<file path="src/bfei_pkg.sv">
// Shared types and constants for the bit field extract/insert block.
// Used by bfei_ctrl, bfei_dp and bit_field_extract_insert.
`default_nettype none

package bfei_pkg;

    // Opcodes
    localparam logic [2:0] OP_LOAD_BYTE = 3'd0;
    localparam logic [2:0] OP_READ_BYTE = 3'd1;
    localparam logic [2:0] OP_PEEK      = 3'd2;
    localparam logic [2:0] OP_POKE      = 3'd3;
    localparam logic [2:0] OP_PEEK_NEXT = 3'd4;
    localparam logic [2:0] OP_POKE_NEXT = 3'd5;
    localparam logic [2:0] OP_SET_WALK  = 3'd6;

    // Status codes
    localparam logic [1:0] ST_OK    = 2'd0;
    localparam logic [1:0] ST_RANGE = 2'd1;
    localparam logic [1:0] ST_BIG   = 2'd2;

    localparam logic [6:0]  FIELD_MAX_LEN   = 7'd64;
    localparam logic [15:0] WALK_MAX        = 16'hFFFF;
    localparam logic [7:0]  BUF_BYTES_RESET = 8'd128;

    // Commands from controller to datapath
    typedef struct packed {
        logic latch;     // capture the input request
        logic setup;     // check the request, prime counters
        logic run;       // stream bytes through the memory
        logic clear;     // zero one buffer entry
        logic load_out;  // load the result register
    } t_dp_cmd;

    // Status from datapath to controller
    typedef struct packed {
        logic clr_last;
        logic need_run;
        logic run_done;
        logic out_free;
    } t_dp_stat;

endpackage

`default_nettype wire

</file>
<file path="src/bfei_ctrl.sv">
// Controller state machine for the bit field extract/insert block.
// Depends on bfei_pkg for the command and status structs.
`default_nettype none

module bfei_ctrl (
    input  wire logic              i_clk,
    input  wire logic              i_rst_n,
    input  wire logic              i_in_valid,
    input  wire bfei_pkg::t_dp_stat i_stat,
    output bfei_pkg::t_dp_cmd      o_cmd,
    output logic                   o_idle
);

    typedef enum logic [2:0] {
        S_CLEAR,
        S_IDLE,
        S_SETUP,
        S_RUN,
        S_DONE
    } t_state;

    t_state r_state;
    t_state n_state;

    always_comb begin
        n_state = r_state;
        o_cmd   = '0;
        case (r_state)
            S_CLEAR: begin
                o_cmd.clear = 1'b1;
                if (i_stat.clr_last) begin
                    n_state = S_IDLE;
                end
            end
            S_IDLE: begin
                if (i_in_valid) begin
                    o_cmd.latch = 1'b1;
                    n_state     = S_SETUP;
                end
            end
            S_SETUP: begin
                o_cmd.setup = 1'b1;
                n_state     = i_stat.need_run ? S_RUN : S_DONE;
            end
            S_RUN: begin
                o_cmd.run = 1'b1;
                if (i_stat.run_done) begin
                    n_state = S_DONE;
                end
            end
            S_DONE: begin
                if (i_stat.out_free) begin
                    o_cmd.load_out = 1'b1;
                    n_state        = S_IDLE;
                end
            end
            default: begin
                n_state = S_IDLE;
            end
        endcase
    end

    always_ff @(posedge i_clk) begin
        if (!i_rst_n) begin
            r_state <= S_CLEAR;
        end else begin
            r_state <= n_state;
        end
    end

    assign o_idle = (r_state == S_IDLE);

endmodule

`default_nettype wire

</file>
<file path="src/bfei_dp.sv">
// Datapath for the bit field extract/insert block: byte buffer memory,
// walker, range checks, field alignment and result register. Uses bfei_pkg.
`default_nettype none

module bfei_dp #(
    parameter int BUFFER_DEPTH = 128
) (
    input  wire logic              i_clk,
    input  wire logic              i_rst_n,
    input  wire bfei_pkg::t_dp_cmd i_cmd,
    output bfei_pkg::t_dp_stat     o_stat,
    input  wire logic              i_cfg_we,
    input  wire logic [7:0]        i_cfg_wdata,
    input  wire logic [2:0]        i_opcode,
    input  wire logic [9:0]        i_bit_position,
    input  wire logic [6:0]        i_field_length,
    input  wire logic [63:0]       i_write_value,
    input  wire logic [6:0]        i_byte_address,
    input  wire logic [7:0]        i_byte_data,
    output logic                   o_out_valid,
    input  wire logic              i_out_stall,
    output logic [63:0]            o_field_value,
    output logic [1:0]             o_status,
    output logic [15:0]            o_walker_position,
    output logic [7:0]             o_byte_out
);

    localparam int         AW      = $clog2(BUFFER_DEPTH);
    localparam logic [13:0] DEPTH14 = 14'(BUFFER_DEPTH);
    localparam logic [AW-1:0] LAST_ADDR = AW'(BUFFER_DEPTH - 1);

    logic [7:0] r_mem [BUFFER_DEPTH];
    logic [7:0] r_rdata;

    // Latched request
    logic [2:0]  r_op;
    logic [9:0]  r_pos;
    logic [6:0]  r_len;
    logic [63:0] r_wv;
    logic [6:0]  r_baddr;
    logic [7:0]  r_bdata;

    logic [7:0]    r_buf_bytes;
    logic [15:0]   r_walk;
    logic [AW-1:0] r_clr_addr;

    logic [1:0]    r_status;
    logic [3:0]    r_rd_left;
    logic [AW-1:0] r_addr;
    logic          r_down;
    logic          r_pend;
    logic [AW-1:0] r_pend_addr;
    logic [71:0]   r_acc;
    logic [71:0]   r_wsh;
    logic [71:0]   r_msk;
    logic [2:0]    r_drop;

    logic          r_out_valid;
    logic [63:0]   r_field_value;
    logic [1:0]    r_out_status;
    logic [15:0]   r_out_walk;
    logic [7:0]    r_byte_out;

    // Setup decode
    logic          is_next;
    logic          is_peek;
    logic          is_poke;
    logic [15:0]   start16;
    logic [16:0]   last17;
    logic [13:0]   eff14;
    logic          len_ok;
    logic          fld_ok;
    logic          addr_ok;
    logic [63:0]   lenmask;
    logic          too_big;
    logic [2:0]    drop;
    logic [3:0]    nbytes;
    logic [16:0]   walk_sum;
    logic [15:0]   walk_adv;
    logic [1:0]    n_status;
    logic          n_run;
    logic [3:0]    n_rd_left;
    logic [AW-1:0] n_addr;

    // Memory port control
    logic          rd_en;
    logic          wr_en;
    logic [AW-1:0] wr_addr;
    logic [7:0]    wr_data;
    logic [63:0]   peek_val;
    logic          out_take;

    always_comb begin
        is_next  = (r_op == bfei_pkg::OP_PEEK_NEXT) || (r_op == bfei_pkg::OP_POKE_NEXT);
        is_peek  = (r_op == bfei_pkg::OP_PEEK) || (r_op == bfei_pkg::OP_PEEK_NEXT);
        is_poke  = (r_op == bfei_pkg::OP_POKE) || (r_op == bfei_pkg::OP_POKE_NEXT);
        start16  = is_next ? r_walk : 16'(r_pos);
        last17   = 17'(start16) + 17'(r_len) - 17'd1;
        eff14    = (14'(r_buf_bytes) < DEPTH14) ? 14'(r_buf_bytes) : DEPTH14;
        len_ok   = (r_len != 7'd0) && (r_len <= bfei_pkg::FIELD_MAX_LEN);
        fld_ok   = len_ok && (last17[16:3] < eff14);
        addr_ok  = 14'(r_baddr) < DEPTH14;
        lenmask  = (r_len >= bfei_pkg::FIELD_MAX_LEN) ? {64{1'b1}}
                 : ((64'd1 << r_len[5:0]) - 64'd1);
        too_big  = (r_wv & ~lenmask) != 64'd0;
        drop     = ~last17[2:0];
        nbytes   = last17[6:3] - start16[6:3] + 4'd1;
        walk_sum = 17'(r_walk) + 17'(r_len);
        walk_adv = walk_sum[16] ? bfei_pkg::WALK_MAX : walk_sum[15:0];

        n_status  = bfei_pkg::ST_OK;
        n_run     = 1'b0;
        n_rd_left = 4'd0;
        n_addr    = AW'(r_baddr);
        case (r_op)
            bfei_pkg::OP_LOAD_BYTE: begin
                n_status = addr_ok ? bfei_pkg::ST_OK : bfei_pkg::ST_RANGE;
            end
            bfei_pkg::OP_READ_BYTE: begin
                n_status  = addr_ok ? bfei_pkg::ST_OK : bfei_pkg::ST_RANGE;
                n_run     = addr_ok;
                n_rd_left = 4'd1;
            end
            bfei_pkg::OP_PEEK, bfei_pkg::OP_PEEK_NEXT: begin
                n_status  = fld_ok ? bfei_pkg::ST_OK : bfei_pkg::ST_RANGE;
                n_run     = fld_ok;
                n_rd_left = nbytes;
                n_addr    = AW'(start16[15:3]);
            end
            bfei_pkg::OP_POKE, bfei_pkg::OP_POKE_NEXT: begin
                if (!fld_ok) begin
                    n_status = bfei_pkg::ST_RANGE;
                end else if (too_big) begin
                    n_status = bfei_pkg::ST_BIG;
                end else begin
                    n_status = bfei_pkg::ST_OK;
                    n_run    = 1'b1;
                end
                n_rd_left = nbytes;
                n_addr    = AW'(last17[16:3]);
            end
            default: begin
                n_status = bfei_pkg::ST_OK;
            end
        endcase
    end

    assign o_stat.clr_last = (r_clr_addr == LAST_ADDR);
    assign o_stat.need_run = n_run;
    assign o_stat.run_done = (r_rd_left == 4'd0) && !r_pend;
    assign o_stat.out_free = !r_out_valid || !i_out_stall;

    // Request latch, config and walker
    always_ff @(posedge i_clk) begin
        if (i_cmd.latch) begin
            r_op    <= i_opcode;
            r_pos   <= i_bit_position;
            r_len   <= i_field_length;
            r_wv    <= i_write_value;
            r_baddr <= i_byte_address;
            r_bdata <= i_byte_data;
        end
    end

    always_ff @(posedge i_clk) begin
        if (!i_rst_n) begin
            r_buf_bytes <= bfei_pkg::BUF_BYTES_RESET;
            r_walk      <= 16'd0;
            r_clr_addr  <= '0;
        end else begin
            if (i_cfg_we) begin
                r_buf_bytes <= i_cfg_wdata;
            end
            if (i_cmd.setup) begin
                if (is_next) begin
                    r_walk <= walk_adv;
                end else if (r_op == bfei_pkg::OP_SET_WALK) begin
                    r_walk <= 16'(r_pos);
                end
            end
            if (i_cmd.clear) begin
                r_clr_addr <= r_clr_addr + AW'(1);
            end
        end
    end

    // Byte streaming: one read issued per cycle, the byte read last cycle
    // is merged (poke) or shifted into the accumulator (peek, read byte).
    always_comb begin
        rd_en   = i_cmd.run && (r_rd_left != 4'd0);
        wr_en   = 1'b0;
        wr_addr = r_clr_addr;
        wr_data = 8'd0;
        if (i_cmd.clear) begin
            wr_en = 1'b1;
        end else if (i_cmd.setup && (r_op == bfei_pkg::OP_LOAD_BYTE) && addr_ok) begin
            wr_en   = 1'b1;
            wr_addr = AW'(r_baddr);
            wr_data = r_bdata;
        end else if (i_cmd.run && r_pend && is_poke) begin
            wr_en   = 1'b1;
            wr_addr = r_pend_addr;
            wr_data = (r_rdata & ~r_msk[7:0]) | (r_wsh[7:0] & r_msk[7:0]);
        end
    end

    always_ff @(posedge i_clk) begin
        if (wr_en) begin
            r_mem[wr_addr] <= wr_data;
        end
        if (rd_en) begin
            r_rdata <= r_mem[r_addr];
        end
    end

    always_ff @(posedge i_clk) begin
        if (!i_rst_n) begin
            r_rd_left <= 4'd0;
            r_pend    <= 1'b0;
        end else if (i_cmd.setup) begin
            r_rd_left <= n_run ? n_rd_left : 4'd0;
            r_pend    <= 1'b0;
        end else if (i_cmd.run) begin
            r_pend <= rd_en;
            if (rd_en) begin
                r_rd_left <= r_rd_left - 4'd1;
            end
        end
    end

    always_ff @(posedge i_clk) begin
        if (i_cmd.setup) begin
            r_status <= n_status;
            r_addr   <= n_addr;
            r_down   <= is_poke;
            r_acc    <= 72'd0;
            r_wsh    <= 72'(r_wv) << drop;
            r_msk    <= 72'(lenmask) << drop;
            r_drop   <= drop;
        end else if (i_cmd.run) begin
            if (rd_en) begin
                r_addr      <= r_down ? (r_addr - AW'(1)) : (r_addr + AW'(1));
                r_pend_addr <= r_addr;
            end
            if (r_pend) begin
                if (r_down) begin
                    r_wsh <= r_wsh >> 8;
                    r_msk <= r_msk >> 8;
                end else begin
                    r_acc <= {r_acc[63:0], r_rdata};
                end
            end
        end
    end

    // Result register
    always_comb begin
        peek_val = 64'(r_acc >> r_drop) & lenmask;
        out_take = r_out_valid && !i_out_stall;
    end

    always_ff @(posedge i_clk) begin
        if (!i_rst_n) begin
            r_out_valid <= 1'b0;
        end else if (i_cmd.load_out) begin
            r_out_valid <= 1'b1;
        end else if (out_take) begin
            r_out_valid <= 1'b0;
        end
    end

    always_ff @(posedge i_clk) begin
        if (i_cmd.load_out) begin
            r_field_value <= (is_peek && (r_status == bfei_pkg::ST_OK)) ? peek_val : 64'd0;
            r_byte_out    <= ((r_op == bfei_pkg::OP_READ_BYTE) &&
                              (r_status == bfei_pkg::ST_OK)) ? r_acc[7:0] : 8'd0;
            r_out_status  <= r_status;
            r_out_walk    <= r_walk;
        end
    end

    assign o_out_valid       = r_out_valid;
    assign o_field_value     = r_field_value;
    assign o_status          = r_out_status;
    assign o_walker_position = r_out_walk;
    assign o_byte_out        = r_byte_out;

endmodule

`default_nettype wire

</file>
<file path="src/bit_field_extract_insert.sv">
// MSB-first bit field extract/insert over a byte buffer; top level joining
// bfei_ctrl and bfei_dp, uses bfei_pkg. One request at a time: a peek, poke
// or byte read streams the n buffer bytes it touches (up to 9 for a 64-bit
// field), reading each one and, for a poke, writing it back merged. Byte
// load, set walker and rejected fields skip the streaming. Reset (synchronous)
// zeros the walker, sets buffer_bytes to 128, then clears every buffer entry.
`default_nettype none

module bit_field_extract_insert #(
    parameter int BUFFER_DEPTH = 128
) (
    input  wire logic        i_clk,
    input  wire logic        i_rst_n,
    // Configuration: buffer_bytes
    input  wire logic        i_cfg_we,
    input  wire logic [7:0]  i_cfg_wdata,
    // Request channel
    input  wire logic        i_in_valid,
    output logic             o_in_stall,
    input  wire logic [2:0]  i_opcode,
    input  wire logic [9:0]  i_bit_position,
    input  wire logic [6:0]  i_field_length,
    input  wire logic [63:0] i_write_value,
    input  wire logic [6:0]  i_byte_address,
    input  wire logic [7:0]  i_byte_data,
    // Result channel
    output logic             o_out_valid,
    input  wire logic        i_out_stall,
    output logic [63:0]      o_field_value,
    output logic [1:0]       o_status,
    output logic [15:0]      o_walker_position,
    output logic [7:0]       o_byte_out
);

    bfei_pkg::t_dp_cmd  cmd;
    bfei_pkg::t_dp_stat stat;
    logic               ctrl_idle;

    // Take a request only in idle; the result register lets the next request
    // in while the previous result still waits downstream. Hold stall in reset.
    assign o_in_stall = !ctrl_idle || !i_rst_n;

    // Sequence clear sweep, setup, byte streaming and result load.
    bfei_ctrl u_ctrl (
        .i_clk      (i_clk),
        .i_rst_n    (i_rst_n),
        .i_in_valid (i_in_valid),
        .i_stat     (stat),
        .o_cmd      (cmd),
        .o_idle     (ctrl_idle)
    );

    // Buffer memory, walker, range checks and result register.
    bfei_dp #(
        .BUFFER_DEPTH (BUFFER_DEPTH)
    ) u_dp (
        .i_clk             (i_clk),
        .i_rst_n           (i_rst_n),
        .i_cmd             (cmd),
        .o_stat            (stat),
        .i_cfg_we          (i_cfg_we),
        .i_cfg_wdata       (i_cfg_wdata),
        .i_opcode          (i_opcode),
        .i_bit_position    (i_bit_position),
        .i_field_length    (i_field_length),
        .i_write_value     (i_write_value),
        .i_byte_address    (i_byte_address),
        .i_byte_data       (i_byte_data),
        .o_out_valid       (o_out_valid),
        .i_out_stall       (i_out_stall),
        .o_field_value     (o_field_value),
        .o_status          (o_status),
        .o_walker_position (o_walker_position),
        .o_byte_out        (o_byte_out)
    );

endmodule

`default_nettype wire
</file>
<file path="config.mk">
export PLATFORM = sky130hd
export DESIGN_NAME = bit_field_extract_insert
export DESIGN_NICKNAME = d
export VERILOG_FILES = /design/src/bfei_pkg.sv /design/src/bfei_ctrl.sv /design/src/bfei_dp.sv /design/src/bit_field_extract_insert.sv
export SDC_FILE = /design/constraint.sdc
export NUM_CORES = 2
export LEC_CHECK = 0
export BUFFER_PORTS_ARGS = -buffer_cell sky130_fd_sc_hd__buf_2
export CORE_MARGIN = 8
export CORE_UTILIZATION = 56
export DETAILED_ROUTE_END_ITERATION = 16
export PLACE_DENSITY = 0.76
export SYNTH_ARGS = -nofsm -noshare
export SYNTH_HDL_FRONTEND = slang
export SYNTH_SLANG_ARGS = --single-unit
</file>
<file path="constraint.sdc">
create_clock -name i_clk -period 7.8 [get_ports i_clk]
set_clock_uncertainty 0.1 [all_clocks]
set_input_delay 0.78 -clock i_clk [delete_from_list [all_inputs] [get_ports i_clk]]
set_output_delay 0.78 -clock i_clk [all_outputs]
set_load 0.02 [all_outputs]
</file>
==> results.cfg <==
[run_status]
status = finished clean

[setup_path]
critPathLaunchType = flop
required_ns = 8.40
worstSetupEndpointType = flop
critPathMaxFanout = 12
critPathKind = reg -> reg
cp.arrival_ns = 6.46

[layout]
syn_to_final_growth_pct = 11.72
fin_area_mm2 = 0.07504
finalNetCount = 4723
drive_gt1_share_pct = 21.76
utilization_pct = 62.80
final_cells = 6296

[clock_tree]
cts_root_buf = clkbuf_16
cts_hold_buf = 23
post_cts_resized = 0
htreeDepth = 4
tritoncts = built
clk_pin_slew_worst_paths_ns = 0.07
clkSinkCount = 1494
cts_buffer_depth = 3
clkLatencyLatePin_ns = 0.81
cts_setup_buffers = 0
numCtsBuffers = 151

[synthesis]
yosysSeqAreaShare_pct = 65.14
synth_top_cell_area_share_pct = 61.83
synthesis.area_mm2 = 0.06717
yosysUniqueCellTypes = 85
synth.area.top_cells = edfxtp_1, mux4_2, mux2i_1
synth_area_per_cell_um2 = 15.27
async_flop_share_pct = 0
synth_seq_cells = 1494
synth-edff-count = 1383
yosys_warnings = 0
synthesis.nets = 4563
netlist_instances = 4399
synthFlopType = edfxtp_1
yosysTopAreaCell = edfxtp_1

[die]
die_area_mm2 = 0.1313
die_x_um = 362.3
die_h_um = 362.3
initial_core_util_pct = 56.21
core_area_mm2 = 0.1195
rows = 127
ios = 204

[placed_design]
dp_hpwl_um = 119600
placedCellCount = 5995
placement.setup.worst_slack_ns = 2.008
placed_area_mm2 = 0.06984
gp_congestion = 0.9922
port_buffers = 203

[sta]
drv_slew = 0
fin_crit_sh_pct = 75.14
setup_slack_ns = 1.939
min_period_ns = 5.861
final-hold-violation-count = 0
finalSetupTns_ns = 0
grt_setup_unrepaired = no
slew_headroom_pct = 11.27
max_freq_ghz = 0.1706
report.final.setup_viol = 0
worst_pin_slew_ns = 1.331

[global_route]
first_global_vias = 40760
overflow = 0
grt_start_max_net_pins = 169
grt_pass1_wl_um = 277200
antenna_found_initial = 8
track_usage_pct = 28.35

[detailed_routing]
viasPerCell = 6.705
drtAntennaViolNets = 0
wl_per_cell_um = 30.16
drc = 0
dr.first_iter.drc_count = 6547
wl_um = 189900
firstDrtPassIters = 6
vias = 42210

[pwr]
powerDensity_mw_per_mm2 = 214.4
p_leak_uw = 0.02214
irDropWorstVdd_v = 0.0002425

[flow_run]
maxCapViolCount = 0

[hold_path]
holdCritPathClass = in -> reg
## power by group
| part | switching [µW] | total (µW) | internal, µW |
|---|---|---|---|
| Combinational | 88.9 | 136 | 47.4 |
| Sequential | 7.47 | 8650 | 8650 |
| Clock | 3190 | 7300 | 4110 |
## cells in the final DEF, fill, tap and decap left out, drive strengths merged, types with 16 or more instances in the layout
master          n
o31ai          16
mux2           40
o211ai         19
and2           29
nor3           90
nand3          32
dlygate4sd3    23
nor2b          35
a21o           16
nor2          334
dfxtp         111
mux2i         227
ha             48
nand2         500
edfxtp       1383
o21ai         158
clkbuf        182
clkinv         66
a21oi         216
a211oi         23
inv            74
a31oi          68
mux4          416
buf           283
xnor2          31
## state kept, by name, indices dropped and copies added (netlist names), 10 cells and up
signal / flops
u_dp.r_acc: 71
u_dp.o_field_value: 64
u_dp.o_walker_position: 16
u_dp.r_pos: 10
u_dp.r_wv: 64
u_dp.r_wsh: 71
u_dp.r_msk: 71
u_dp.r_walk: 16
u_dp.r_mem: 1024
## cells in the mapped netlist, types with 8 or more instances
master    number
a211oi_1      23
a21boi_0      14
a21o_1        16
a21oi_1      216
a22o_1        10
a31oi_1       68
and2_1        29
and3_1        10
buf_1         70
buf_2         10
clkbuf_1     205
dfxtp_1      111
edfxtp_1    1383
ha_1          48
inv_1         62
mux2_2        40
mux2i_1      227
mux4_2       416
nand2_1      500
nand2b_1      14
nand3_1       32
nand4_1       13
nor2_1       334
nor2b_1       35
nor3_1        90
nor3b_1        8
o211ai_1      19
o21a_1        15
o21ai_0      156
o221ai_1      10
o31ai_1       16
or2_2          8
or3_1         10
xnor2_1       31
xor2_1        15
## final cells by class
cell class / count / area [µm²]
inverter: 67 / 256.5
timing repair buffer: 306 / 1884
fill: 8362 / 44450
sequential: 1494 / 43750
multi-input combinational: 2539 / 22160
clock inverter: 94 / 1044
antenna: 2 / 5.005
tap: 1612 / 2017
clock buffer: 182 / 3926
## critical path, stage by stage (launching register included)
cell and delay, ns:
edfxtp_1 0.48, nand2b_1 0.57, mux2i_1 0.32, ha_1 0.27, inv_1 0.09, ha_4 0.13
inv_1 0.05, fa_4 0.51, nor2b_1 0.19, o31a_1 0.20, o21a_1 0.12, nor2_1 0.04
xnor2_1 0.22, ha_1 0.29, a21o_1 0.16, a21oi_1 0.14, nor2_1 0.05, a2111oi_0 0.39
nand4_1 0.14, nor3_1 0.21, nand4_1 0.36, o21a_1 0.36, o311a_1 0.34
## metrics by stage
stage,power (µW),hold slack (ns)
floorplan,8866,0.3244
global placement,8945,0.3441
detailed placement,8946,0.3523
CTS,16150,0.0002363
global route,16450,0.01837
finish,16090,0.05801
## final timing paths
path | start | end | slack (ns) | cells after the start
hold reg to reg | u_dp.r_acc[70]$_SDFFE_PP0P_ | u_dp.r_acc[70]$_SDFFE_PP0P_ | 0.36 | 2
setup reg to reg | u_dp.r_op[1]$_DFFE_PP_ | u_ctrl.r_state[2]$_SDFFE_PN0P_ | 1.94 | 22
setup / recovery | u_dp.r_op[1]$_DFFE_PP_ | u_ctrl.r_state[2]$_SDFFE_PN0P_ | 1.94 | 22
hold / removal | i_write_value[48] | u_dp.r_wv[48]$_DFFE_PP_ | 0.06 | 1
## layer usage
layer | up-vias | share of wire, % | track usage [%]
li1 | 17510 | - | -
met1 | 21230 | 38 | 40.04
met2 | 3007 | 46 | 43.48
met3 | 457 | 12 | 6.188
met4 | 6 | 4.4 | 11.02
met5 | - | 0.018 | 0
## cell families (layout without fill, tap and decap cells)
kind of cell / after synthesis / in the layout / synth area share [%]
other: 0 / 2 / 0
AO/OA/AOI/OAI: 647 / 647 / 5.933
adder cells (fa/ha/maj): 52 / 52 / 1.013
XOR/XNOR: 46 / 46 / 0.5998
flip-flops: 1494 / 1494 / 65.14
buffers and inverters: 366 / 649 / 2.163
AND/OR/NAND/NOR: 1111 / 1111 / 7.151
multiplexers: 683 / 683 / 18.00
Power figures use the tool's default switching activity.
